[config.mk]
export PLATFORM = sky130hd
export DESIGN_NAME = tlv_element_end_finder_flat
export DESIGN_NICKNAME = d
export VERILOG_FILES = /design/src/rtl/tlvef_pkg.sv /design/src/rtl/tlvef_stream_if.sv /design/src/rtl/tlv_element_end_finder.sv /design/src/rtl/tlvef_step.sv /design/src/flat_wrapper.sv
export SDC_FILE = /design/constraint.sdc
export NUM_CORES = 1
export LEC_CHECK = 0
export ABC_CLOCK_PERIOD_IN_PS = 8200
export BUFFER_PORTS_ARGS = -buffer_cell sky130_fd_sc_hd__buf_4
export CAP_MARGIN = 20
export CORE_MARGIN = 2
export CORE_UTILIZATION = 25
export DETAILED_ROUTE_END_ITERATION = 10
export GPL_TIMING_DRIVEN = 0
export PLACE_DENSITY = 0.46
export SETUP_SLACK_MARGIN = 0.3
export SLEW_MARGIN = 0
export SYNTH_ARGS = -nofsm -noshare
export SYNTH_HDL_FRONTEND = slang
export SYNTH_SLANG_ARGS = --single-unit
[constraint.sdc]
create_clock -name clock -period 8.2 [get_ports clock]
set_clock_uncertainty 0.1 [all_clocks]
set_input_delay 0 -clock clock [delete_from_list [all_inputs] [get_ports clock]]
set_output_delay 0 -clock clock [all_outputs]
set_load 0.1 [all_outputs]
[src/rtl/tlvef_pkg.sv]
// shared types, codes and helpers for the tlv element end finder
package tlvef_pkg;

   // octets that announce an extended type or length
   localparam logic [7:0] EXT2_OCTET = 8'd253;
   localparam logic [7:0] EXT4_OCTET = 8'd254;

   localparam logic [3:0] EXT2_BYTES = 4'd2;
   localparam logic [3:0] EXT4_BYTES = 4'd4;
   localparam logic [3:0] EXT8_BYTES = 4'd8;

   // phase codes as seen on the result channel
   localparam logic [2:0] PHASE_CODE_TYPE         = 3'd0;
   localparam logic [2:0] PHASE_CODE_TYPE_BYTES   = 3'd1;
   localparam logic [2:0] PHASE_CODE_LENGTH       = 3'd2;
   localparam logic [2:0] PHASE_CODE_LENGTH_BYTES = 3'd3;
   localparam logic [2:0] PHASE_CODE_VALUE        = 3'd4;
   localparam logic [2:0] PHASE_CODE_DONE         = 3'd5;

   typedef enum logic [5:0] {
      PH_TYPE         = 6'b000001,
      PH_TYPE_BYTES   = 6'b000010,
      PH_LENGTH       = 6'b000100,
      PH_LENGTH_BYTES = 6'b001000,
      PH_VALUE        = 6'b010000,
      PH_DONE         = 6'b100000
   } phase_type;

   typedef struct packed {
      logic [7:0] data_byte;
      logic       mode;
   } req_payload_type;

   typedef struct packed {
      logic        element_end;
      logic        ignored;
      logic [2:0]  phase;
      logic [31:0] bytes_consumed;
   } rsp_payload_type;

   typedef struct packed {
      phase_type   phase;
      logic [3:0]  header_left;
      logic [63:0] value_left;
      logic        end_reached;
   } parse_state_type;

   function automatic logic [3:0] ext_bytes(input logic [7:0] octet);
      logic [3:0] n;
      if (octet == EXT2_OCTET) begin
         n = EXT2_BYTES;
      end else if (octet == EXT4_OCTET) begin
         n = EXT4_BYTES;
      end else begin
         n = EXT8_BYTES;
      end
      return n;
   endfunction

   function automatic logic [2:0] phase_code(input phase_type ph);
      logic [2:0] c;
      case (ph)
         PH_TYPE:         c = PHASE_CODE_TYPE;
         PH_TYPE_BYTES:   c = PHASE_CODE_TYPE_BYTES;
         PH_LENGTH:       c = PHASE_CODE_LENGTH;
         PH_LENGTH_BYTES: c = PHASE_CODE_LENGTH_BYTES;
         PH_VALUE:        c = PHASE_CODE_VALUE;
         default:         c = PHASE_CODE_DONE;
      endcase
      return c;
   endfunction

endpackage

[src/rtl/tlvef_stream_if.sv]
// valid/ready stream channel carrying one payload per transfer
interface tlvef_stream_if #(
   parameter type payload_type = logic
);
   logic        valid;
   logic        ready;
   payload_type payload;

   modport source (output valid, output payload, input ready);
   modport sink   (input valid, input payload, output ready);
endinterface

[src/rtl/tlv_element_end_finder.sv]
// A result is valid on the cycle after its byte transfers in.
// Throughput: one byte per cycle while results are taken; the parse state updates on each transfer.
// A result register decouples the sides: a byte is taken while a result
// waits, as long as that result leaves in the same cycle.
// Reset (synchronous) returns the parser to the type phase with zero counts
// and empties the result register.
module tlv_element_end_finder #(
   parameter int COUNT_WIDTH = 32
) (
   input logic            clock,
   input logic            reset,
   tlvef_stream_if.sink   req_if,
   tlvef_stream_if.source rsp_if
);

   localparam int CntW = (COUNT_WIDTH < 32) ? COUNT_WIDTH : 32;

   tlvef_pkg::parse_state_type state_ff;
   tlvef_pkg::parse_state_type state_in;
   logic [CntW-1:0]            count_ff;
   logic [CntW-1:0]            count_in;
   tlvef_pkg::rsp_payload_type result_ff;
   tlvef_pkg::rsp_payload_type result_in;
   logic                       rsp_valid_ff;
   logic                       rsp_valid_in;
   logic                       req_xfer;

   assign req_if.ready = !rsp_valid_ff || rsp_if.ready;
   assign req_xfer     = req_if.valid && req_if.ready;

   tlvef_step #(
      .CNT_W (CntW)
   ) u_step (
      .req        (req_if.payload),
      .state      (state_ff),
      .count      (count_ff),
      .state_next (state_in),
      .count_next (count_in),
      .result     (result_in)
   );

   always_comb begin
      if (req_xfer) begin
         rsp_valid_in = 1'b1;
      end else if (rsp_if.ready) begin
         rsp_valid_in = 1'b0;
      end else begin
         rsp_valid_in = rsp_valid_ff;
      end
   end

   always_ff @(posedge clock) begin
      if (reset) begin
         state_ff.phase       <= tlvef_pkg::PH_TYPE;
         state_ff.header_left <= '0;
         state_ff.value_left  <= '0;
         state_ff.end_reached <= 1'b0;
         count_ff             <= '0;
         rsp_valid_ff         <= 1'b0;
      end else begin
         rsp_valid_ff <= rsp_valid_in;
         if (req_xfer) begin
            state_ff <= state_in;
            count_ff <= count_in;
         end
      end
   end

   always_ff @(posedge clock) begin
      if (req_xfer) begin
         result_ff <= result_in;
      end
   end

   assign rsp_if.valid   = rsp_valid_ff;
   assign rsp_if.payload = result_ff;

   // the end flag is only ever held together with the done phase
   a_end_in_done: assert property (@(posedge clock) disable iff (reset)
      state_ff.end_reached |-> state_ff.phase == tlvef_pkg::PH_DONE)
      else $error("end reached outside done phase");

   // a byte transfer always leaves a result behind
   a_xfer_gives_rsp: assert property (@(posedge clock) disable iff (reset)
      req_xfer |=> rsp_valid_ff)
      else $error("byte transfer without a result");

   // a stalled result must not be overwritten
   a_no_overrun: assert property (@(posedge clock) disable iff (reset)
      (rsp_valid_ff && !rsp_if.ready) |-> !req_xfer)
      else $error("result overwritten while stalled");

   a_end_not_ignored: assert property (@(posedge clock) disable iff (reset)
      rsp_valid_ff |-> !(result_ff.element_end && result_ff.ignored))
      else $error("result both ends element and is ignored");

   a_end_phase: assert property (@(posedge clock) disable iff (reset)
      (rsp_valid_ff && result_ff.element_end)
         |-> result_ff.phase == tlvef_pkg::PHASE_CODE_DONE)
      else $error("element end reported outside done phase");

endmodule

[src/rtl/tlvef_step.sv]
// next-state and result logic for one byte of the element parser
module tlvef_step #(
   parameter int CNT_W = 32
) (
   input  tlvef_pkg::req_payload_type req,
   input  tlvef_pkg::parse_state_type state,
   input  logic [CNT_W-1:0]           count,
   output tlvef_pkg::parse_state_type state_next,
   output logic [CNT_W-1:0]           count_next,
   output tlvef_pkg::rsp_payload_type result
);

   tlvef_pkg::parse_state_type cur;
   logic [CNT_W-1:0]           cur_count;
   logic                       was_done;
   logic                       ignored;
   logic [3:0]                 hdr_dec;
   logic [63:0]                val_shift;
   logic [63:0]                val_dec;
   logic                       short_code;

   always_comb begin
      // restart clears everything before the byte is looked at
      if (req.mode) begin
         cur.phase       = tlvef_pkg::PH_TYPE;
         cur.header_left = '0;
         cur.value_left  = '0;
         cur.end_reached = 1'b0;
         cur_count       = '0;
      end else begin
         cur       = state;
         cur_count = count;
      end

      was_done   = cur.end_reached;
      short_code = (req.data_byte < tlvef_pkg::EXT2_OCTET);
      hdr_dec    = cur.header_left - 4'd1;
      val_shift  = {cur.value_left[55:0], req.data_byte};
      val_dec    = cur.value_left - 64'd1;

      state_next = cur;
      count_next = cur_count;
      ignored    = 1'b0;

      if (cur.end_reached || cur.phase == tlvef_pkg::PH_DONE) begin
         ignored                = 1'b1;
         state_next.end_reached = 1'b1;
         state_next.phase       = tlvef_pkg::PH_DONE;
      end else begin
         if (cur_count != {CNT_W{1'b1}}) begin
            count_next = cur_count + CNT_W'(1);
         end
         case (cur.phase)
            tlvef_pkg::PH_TYPE: begin
               if (short_code) begin
                  state_next.phase = tlvef_pkg::PH_LENGTH;
               end else begin
                  state_next.header_left = tlvef_pkg::ext_bytes(req.data_byte);
                  state_next.phase       = tlvef_pkg::PH_TYPE_BYTES;
               end
            end
            tlvef_pkg::PH_TYPE_BYTES: begin
               state_next.header_left = hdr_dec;
               if (hdr_dec == 4'd0) begin
                  state_next.phase = tlvef_pkg::PH_LENGTH;
               end
            end
            tlvef_pkg::PH_LENGTH: begin
               if (short_code) begin
                  state_next.value_left = {56'd0, req.data_byte};
                  if (req.data_byte == 8'd0) begin
                     state_next.end_reached = 1'b1;
                     state_next.phase       = tlvef_pkg::PH_DONE;
                  end else begin
                     state_next.phase = tlvef_pkg::PH_VALUE;
                  end
               end else begin
                  state_next.header_left = tlvef_pkg::ext_bytes(req.data_byte);
                  state_next.value_left  = '0;
                  state_next.phase       = tlvef_pkg::PH_LENGTH_BYTES;
               end
            end
            tlvef_pkg::PH_LENGTH_BYTES: begin
               state_next.value_left  = val_shift;
               state_next.header_left = hdr_dec;
               if (hdr_dec == 4'd0) begin
                  if (val_shift == 64'd0) begin
                     state_next.end_reached = 1'b1;
                     state_next.phase       = tlvef_pkg::PH_DONE;
                  end else begin
                     state_next.phase = tlvef_pkg::PH_VALUE;
                  end
               end
            end
            default: begin
               // value phase: count down the value bytes
               state_next.value_left = val_dec;
               if (val_dec == 64'd0) begin
                  state_next.end_reached = 1'b1;
                  state_next.phase       = tlvef_pkg::PH_DONE;
               end
            end
         endcase
      end

      result.element_end    = state_next.end_reached && !was_done && !ignored;
      result.ignored        = ignored;
      result.phase          = tlvef_pkg::phase_code(state_next.phase);
      result.bytes_consumed = 32'(count_next);
   end

endmodule

[src/flat_wrapper.sv]
// flat-port wrapper written by rule: the top's interface ports become plain ports
module tlv_element_end_finder_flat 
#(
   parameter int COUNT_WIDTH = 32
)
  (clock, reset, req_if_valid, req_if_payload, req_if_ready, rsp_if_valid, rsp_if_payload, rsp_if_ready);
  tlvef_stream_if #(.payload_type(tlvef_pkg::req_payload_type)) req_if_i ();
  tlvef_stream_if #(.payload_type(tlvef_pkg::rsp_payload_type)) rsp_if_i ();
  input logic clock;
  input logic reset;
  input wire logic [$bits(req_if_i.valid)-1:0] req_if_valid;
  input wire logic [$bits(req_if_i.payload)-1:0] req_if_payload;
  output wire logic [$bits(req_if_i.ready)-1:0] req_if_ready;
  output wire logic [$bits(rsp_if_i.valid)-1:0] rsp_if_valid;
  output wire logic [$bits(rsp_if_i.payload)-1:0] rsp_if_payload;
  input wire logic [$bits(rsp_if_i.ready)-1:0] rsp_if_ready;
  assign req_if_i.valid = req_if_valid;
  assign req_if_i.payload = req_if_payload;
  assign req_if_ready = req_if_i.ready;
  assign rsp_if_valid = rsp_if_i.valid;
  assign rsp_if_payload = rsp_if_i.payload;
  assign rsp_if_i.ready = rsp_if_ready;
  tlv_element_end_finder #(.COUNT_WIDTH(COUNT_WIDTH)) u_core (.clock(clock), .reset(reset), .req_if(req_if_i), .rsp_if(rsp_if_i));
endmodule
Word-level counts from Yosys, hierarchy flattened
Cells that the tools add are included.

Bits in writable memories: 0. Flip-flop bits (word level): 145. Memories: 0. Output and inout port bits: 39. Bits in latches: 0. Memory bits (read-only): 0.

Equality and inequality tests: 13. Reductions and logical operators: 16. Add/subtract/negate cells: 3. Bitwise operators: 0. Muxes and demuxes: 30. Div/mod/pow operators: 0. Multiply operators: 0. Order comparisons: 1. Shift-type cells: 0.

Operator list (count): $pmux 65 s3 (1); $logic_not 64->1 (2); $mux 32 (3); $mux 75 (1); $mux 68 (1); $sub 64x1->64 const B (1); $mux 6 (7); $add 32x1->32 const B (1); $ne 32x32->1 const B (1); $pmux 6 s4 (1); $eq 8x8->1 const B (2); $pmux 3 s5 (1); $eq 6x1->1 const B (2); $eq 6x2->1 const B (2); $eq 6x3->1 const B (2); $eq 6x4->1 const B (2); $mux 4 (3); $mux 1 (9); $logic_not 8->1 (1); $lt 8x8->1 const B (1); $mux 8 (1); $pmux 4 s2 (1); $eq 6x5->1 const B (1); $eq 6x6->1 const B (1); 8 further kinds (15).

Longest topological paths before layout
Word-level depth: 8. Gate-level depth with buffers: 21. Depth with buffers taken out: 13.

By module
A second synthesis with hierarchy kept.

Cells, all modules: 1467. Area, all modules: 11403.4 um^2.

Modules (own cells, without submodules): tlv_element_end_finder (sequential area each 3273.1 um^2, area each 5765.5 um^2, cells an instance 530, times used 1); tlvef_step (sequential area each 0.0 um^2, area each 5637.9 um^2, cells an instance 937, times used 1).

Least setup slack after synthesis
Ideal clock, no wire load.

Path kind: input -> register. Start point: input req_if_payload[0]. End point: register u_core.result_ff (netlist bit u_core.rsp_if.payload[32]) (data pin). Buffers on the path: 7. Path slack: 3631 ps. Stages: 19. Setup time: 259 ps. Arrival: 4210 ps. Data required time: 7841 ps. Path through: buf_2 > buf_1 > buf_6 > clkbuf_1 > buf_1 > clkbuf_1 > nor2b_1 > inv_1 > ha_1 > o21ai_1 > clkbuf_1 > nor3_1 > nand3_1 > o311ai_1 > nand3_1 > nor2_1 > nand4_4 > o21ba_1 > a211o_1.

RTL lines: start, declared (RTL line flat_wrapper.sv:12) `input wire logic [$bits(req_if_i.payload)-1:0] req_if_payload;`; end signal, assigned (RTL line tlv_element_end_finder.sv:71) `result_ff <= result_in;`; end, declared (RTL line tlv_element_end_finder.sv:22) `tlvef_pkg::rsp_payload_type result_ff;`.

==> report_table.html <==
<table>
<tr><th>Metric</th><th>Value</th></tr>
<tr><th colspan="2">Run status</th></tr>
<tr><td>Status</td><td>finished, final reports clean</td></tr>
<tr><th colspan="2">Yosys</th></tr>
<tr><td>Synth Area in Compound Gates</td><td>0.262</td></tr>
<tr><td>Predominant post-synthesis flop cell</td><td>sky130_fd_sc_hd__dfxtp_1</td></tr>
<tr><td>Yosys warns</td><td>0</td></tr>
<tr><td>Dominant combinational cell family by area after synthesis</td><td>simple AND/OR/NAND/NOR gates</td></tr>
<tr><td>Share of synthesized registers carrying an async set or reset</td><td>0</td></tr>
<tr><td>Synthesized area per cell</td><td>7.43 um2</td></tr>
<tr><td>Fraction of synthesized cell area taken by the top area cell type</td><td>0.204</td></tr>
<tr><td>Number of distinct library cells after synthesis</td><td>87</td></tr>
<tr><td>Number of flip-flops and latches in the synthesized netlist</td><td>145</td></tr>
<tr><td>Synthesized area</td><td>10600 um2</td></tr>
<tr><td>Gate count after technology mapping</td><td>1429</td></tr>
<tr><td>Most area-hungry cell type in the Yosys netlist</td><td>sky130_fd_sc_hd__dfxtp_1</td></tr>
<tr><td>Nets in the synthesized netlist</td><td>~1400</td></tr>
<tr><td>Xor-xnor portion of the synthesized cell area</td><td>0.0404</td></tr>
<tr><td>Adder-cell share of the synthesized area</td><td>0.00590</td></tr>
<tr><td>Simple-gate share of the synthesized area</td><td>0.311</td></tr>
<tr><td>Main area contributors after synthesis</td><td>sky130_fd_sc_hd__dfxtp_1 (20%), sky130_fd_sc_hd__edfxtp_1 (10%), sky130_fd_sc_hd__nor2_1 (6.8%)</td></tr>
<tr><td>Share of the yosys chip area belonging to registers</td><td>0.308</td></tr>
<tr><td>Post-synthesis mux area share</td><td>0.00707</td></tr>
<tr><td>EDFF count, synth</td><td>37</td></tr>
<tr><th colspan="2">Clocking</th></tr>
<tr><td>Max clock buf depth</td><td>2</td></tr>
<tr><td>Source-to-sink clock delay at the later pin of the worst-skew pair</td><td>470 ps</td></tr>
<tr><td>Clock net sink count</td><td>between 100 and 150</td></tr>
<tr><td>Clock tree from TritonCTS</td><td>done</td></tr>
<tr><td>H-tree level count</td><td>4</td></tr>
<tr><td>Clock transition at the registers of the reported paths</td><td>60 ps</td></tr>
<tr><td>Library cell used as clock root buffer</td><td>sky130_fd_sc_hd__clkbuf_16</td></tr>
<tr><td>CTS Buf Count</td><td>17</td></tr>
<tr><th colspan="2">STA</th></tr>
<tr><td>Final Critical Period</td><td>7740 ps</td></tr>
<tr><td>Maximum clock frequency</td><td>129 MHz</td></tr>
<tr><td>Relative max-transition margin</td><td>0.196</td></tr>
<tr><td>Final Hold Viols</td><td>0</td></tr>
<tr><td>Unrepaired setup endpoints after global routing</td><td>no</td></tr>
<tr><td>WHS</td><td>191 ps</td></tr>
<tr><td>Slew at the pin closest to its max-slew limit</td><td>1210 ps</td></tr>
<tr><td>Final setup violating endpoints</td><td>0</td></tr>
<tr><td>Final critical-path share of the clock period</td><td>0.944</td></tr>
<tr><td>Number of pins exceeding their max-slew limit in the final report</td><td>0</td></tr>
<tr><th colspan="2">Die</th></tr>
<tr><td>Initial core utilization</td><td>0.253</td></tr>
<tr><td>Die width</td><td>210 um</td></tr>
<tr><td>Number of cell rows</td><td>75</td></tr>
<tr><td>Area inside the core boundary</td><td>41900 um2</td></tr>
<tr><td>Height of the die</td><td>210 um</td></tr>
<tr><td>Area of the die</td><td>44100 um2</td></tr>
<tr><td>Io pins</td><td>52</td></tr>
<tr><th colspan="2">Routing</th></tr>
<tr><td>Total wirelength of the detailed-routed design</td><td>between 50 and 60 mm</td></tr>
<tr><td>Starting DRC count in detailed routing</td><td>1671</td></tr>
<tr><td>Antenna Violating Nets Remaining</td><td>0</td></tr>
<tr><td>TritonRoute pass-1 iters</td><td>6</td></tr>
<tr><td>Detailed-route via count</td><td>about 12000</td></tr>
<tr><td>Post-detailed-route via-to-cell ratio</td><td>approximately 6</td></tr>
<tr><td>Average detailed-routed wire length per instance</td><td>28.2 um</td></tr>
<tr><td>Post-detailed-route DRC marker count</td><td>0</td></tr>
<tr><th colspan="2">Final layout</th></tr>
<tr><td>Post-synthesis to final-layout area growth</td><td>16.7%</td></tr>
<tr><td>Share of layout cells above drive strength 1</td><td>0.0990</td></tr>
<tr><td>Number of antenna diodes</td><td>0</td></tr>
<tr><td>Finished Core Util</td><td>0.295</td></tr>
<tr><td>Cell area after layout</td><td>between 10000 and 15000 um2</td></tr>
<tr><td>Post-layout net count</td><td>1530</td></tr>
<tr><th colspan="2">Critical path</th></tr>
<tr><td>Data arrival at the endpoint of the critical path</td><td>7840 ps</td></tr>
<tr><td>Worst setup SP type</td><td>input port</td></tr>
<tr><td>CP required</td><td>8300 ps</td></tr>
<tr><td>Startpoint of the worst-slack reg-to-reg timing path</td><td>u_core.state_ff[13]</td></tr>
<tr><td>RR Endpoint</td><td>u_core.rsp_if.payload[32]</td></tr>
<tr><td>Crit path to</td><td>u_core.rsp_if.payload[32]</td></tr>
<tr><td>Setup slack of the most critical reg-to-reg path</td><td>2830 ps</td></tr>
<tr><td>Critical Path Start</td><td>req_if_payload[0]</td></tr>
<tr><td>Worst-path fanout max</td><td>10</td></tr>
<tr><td>Depth of the worst register-to-register path</td><td>12</td></tr>
<tr><td>Crit Path Class</td><td>input port to flip-flop</td></tr>
<tr><td>Nature of the critical path endpoint</td><td>flip-flop</td></tr>
<tr><th colspan="2">Global route</th></tr>
<tr><td>Wire length of the first global-routing pass</td><td>82.8 mm</td></tr>
<tr><td>Total congestion overflow after global routing</td><td>0</td></tr>
<tr><td>Met2 global-route usage</td><td>0.404</td></tr>
<tr><td>Busiest grt layer</td><td>met2</td></tr>
<tr><td>GRT Util Overall</td><td>0.260</td></tr>
<tr><td>Number of antenna violations at the first check in global routing</td><td>3</td></tr>
<tr><td>Met3 Track Usage GR</td><td>0.0641</td></tr>
<tr><td>Pin count of the biggest net entering global routing</td><td>41</td></tr>
<tr><td>Via count of the first global-routing pass</td><td>~12000</td></tr>
<tr><td>Grt met1 use</td><td>0.338</td></tr>
<tr><th colspan="2">Power</th></tr>
<tr><td>Leakage power figure</td><td>4.17 nW</td></tr>
<tr><td>Maximum vdd ir drop</td><td>0.000116 V</td></tr>
<tr><td>Power per standard cell area</td><td>205 nW/um2</td></tr>
<tr><th colspan="2">Place</th></tr>
<tr><td>Area after DPL</td><td>11700 um2</td></tr>
<tr><td>Number of buffers inserted by port buffering</td><td>50</td></tr>
<tr><td>HPWL after detailed placement</td><td>42.0 mm</td></tr>
<tr><td>GP Congestion</td><td>0.984</td></tr>
<tr><th colspan="2">Hold path</th></tr>
<tr><td>Path category of the worst min-delay check</td><td>input port to flip-flop</td></tr>
<tr><th colspan="2">Run</th></tr>
<tr><td>Number of maximum-capacitance violations</td><td>0</td></tr>
</table>
[routing by layer]
metal	wire, um	vias to the layer above
li1	-	5465
met1	24000	5932
met2	25000	774
met3	5860	190
met4	3320	4
met5	19	-
[state kept, by name, indices dropped and copies added (netlist names)]
| name | count |
|---|---|
| u_core.count_ff | 32 |
| u_core.rsp_if.payload | 37 |
| u_core.rsp_if.valid | 1 |
| u_core.state_ff | 75 |
[layout by cell type (no fill, tap or decap), types with 33 or more instances in the layout]
master / synthesis / final
sky130_fd_sc_hd__nor2_1: 193 / 193
sky130_fd_sc_hd__nand2_1: 145 / 145
sky130_fd_sc_hd__o21ai_0: 110 / 110
sky130_fd_sc_hd__clkbuf_1: 107 / 109
sky130_fd_sc_hd__dfxtp_1: 108 / 108
sky130_fd_sc_hd__a21oi_1: 98 / 98
sky130_fd_sc_hd__a22oi_1: 60 / 60
sky130_fd_sc_hd__nor3_1: 55 / 55
sky130_fd_sc_hd__buf_4: 4 / 54
sky130_fd_sc_hd__nand3_1: 48 / 48
sky130_fd_sc_hd__nor4_1: 39 / 39
sky130_fd_sc_hd__edfxtp_1: 37 / 37
sky130_fd_sc_hd__nand4_1: 33 / 33
[stage by stage]
step,setup TNS [ps],worst slack (ps),instances,power [mW]
2_1_floorplan,0,3630,1429,1.38
3_3_place_gp,-529,-366,2018,1.71
3_5_place_dp,-248,-248,2021,1.71
4_1_cts,0,462,2064,2.51
5_1_grt,0,509,2064,2.62
6_report,0,459,2064,2.54
[synth_stat cells (8+ instances only)]
cell type and count:
sky130_fd_sc_hd__nor2_1 193, sky130_fd_sc_hd__or3_1 11, sky130_fd_sc_hd__dfxtp_1 108, sky130_fd_sc_hd__o21ai_0 110
sky130_fd_sc_hd__a221oi_1 9, sky130_fd_sc_hd__buf_1 8, sky130_fd_sc_hd__a21oi_1 98, sky130_fd_sc_hd__inv_1 20
sky130_fd_sc_hd__a22oi_1 60, sky130_fd_sc_hd__clkbuf_1 107, sky130_fd_sc_hd__nor3_1 55, sky130_fd_sc_hd__o221ai_1 21
sky130_fd_sc_hd__buf_2 9, sky130_fd_sc_hd__buf_6 9, sky130_fd_sc_hd__xnor2_1 26, sky130_fd_sc_hd__or2_2 8
sky130_fd_sc_hd__nand2b_1 10, sky130_fd_sc_hd__nor4_1 39, sky130_fd_sc_hd__o32ai_1 8, sky130_fd_sc_hd__edfxtp_1 37
sky130_fd_sc_hd__a31oi_1 12, sky130_fd_sc_hd__xor2_1 23, sky130_fd_sc_hd__nand2_1 145, sky130_fd_sc_hd__nand4_1 33
sky130_fd_sc_hd__o22ai_1 11, sky130_fd_sc_hd__nand3_1 48, sky130_fd_sc_hd__and3_1 14, sky130_fd_sc_hd__nor2b_1 22
sky130_fd_sc_hd__or4_1 11, sky130_fd_sc_hd__o211ai_1 10
[report_power, final]
part	switching, mW	internal (mW)	total (mW)
Combinational	0.690	0.243	0.932
Sequential	0.0336	0.773	0.807
Clock	0.360	0.445	0.805
[cells by family after synthesis]
logic type	after synthesis
AOI/OAI and AO/OA	425
xor gates and xnor gates	49
adders and majority gates	5
buffers and inverters	157
DFF	145
muxes	7
and+or+nand+nor	641
[worst min path at each step]
stage                 startpoint             endpoint  slack [ps]  cells after the start
3_3_place_gp        req_if_valid  u_core.rsp_if.valid         150                      3
3_5_place_dp        req_if_valid  u_core.rsp_if.valid         160                      3
5_1_grt        req_if_payload[0]  u_core.count_ff[16]         250                      6
6_report       req_if_payload[0]  u_core.count_ff[16]         190                      6
2_1_floorplan       req_if_valid  u_core.rsp_if.valid          30                      2
4_1_cts        req_if_payload[0]  u_core.count_ff[16]         160                      6
[worst max-delay path, stage by stage]
cell and delay (ps):
sky130_fd_sc_hd__buf_4 120, sky130_fd_sc_hd__buf_2 250, sky130_fd_sc_hd__buf_1 430, sky130_fd_sc_hd__inv_1 180, sky130_fd_sc_hd__buf_4 330, sky130_fd_sc_hd__clkbuf_1 770, sky130_fd_sc_hd__buf_6 290, sky130_fd_sc_hd__clkbuf_1 720
sky130_fd_sc_hd__clkbuf_2 560, sky130_fd_sc_hd__nand2_1 160, sky130_fd_sc_hd__ha_1 320, sky130_fd_sc_hd__clkbuf_1 330, sky130_fd_sc_hd__nand2_1 250, sky130_fd_sc_hd__o21ai_0 120, sky130_fd_sc_hd__a31oi_1 550, sky130_fd_sc_hd__nand3_1 160
sky130_fd_sc_hd__a2111oi_1 760, sky130_fd_sc_hd__nand4_1 310, sky130_fd_sc_hd__nor4_4 370, sky130_fd_sc_hd__nand4_4 230, sky130_fd_sc_hd__o21ba_1 270, sky130_fd_sc_hd__a211o_1 310
[timing repair]
action,4_1_cts,5_1_grt
buffers inserted,0,0
hold buffers,11,0
setup endpoints to repair,1,1
endpoints found under the hold margin,14,0
resized for setup,1,4
[layout make-up]
type	instances	area (um2)
Fill cell	4585	29600
Multi-Input combinational cell	1127	6660
Sequential cell	145	3270
Tap cell	539	674
Buffer	137	612
Timing Repair Buffer	64	522
Clock buffer	22	474
Clock inverter	10	100
Inverter	20	75.1
Power figures use the tool's default switching activity.
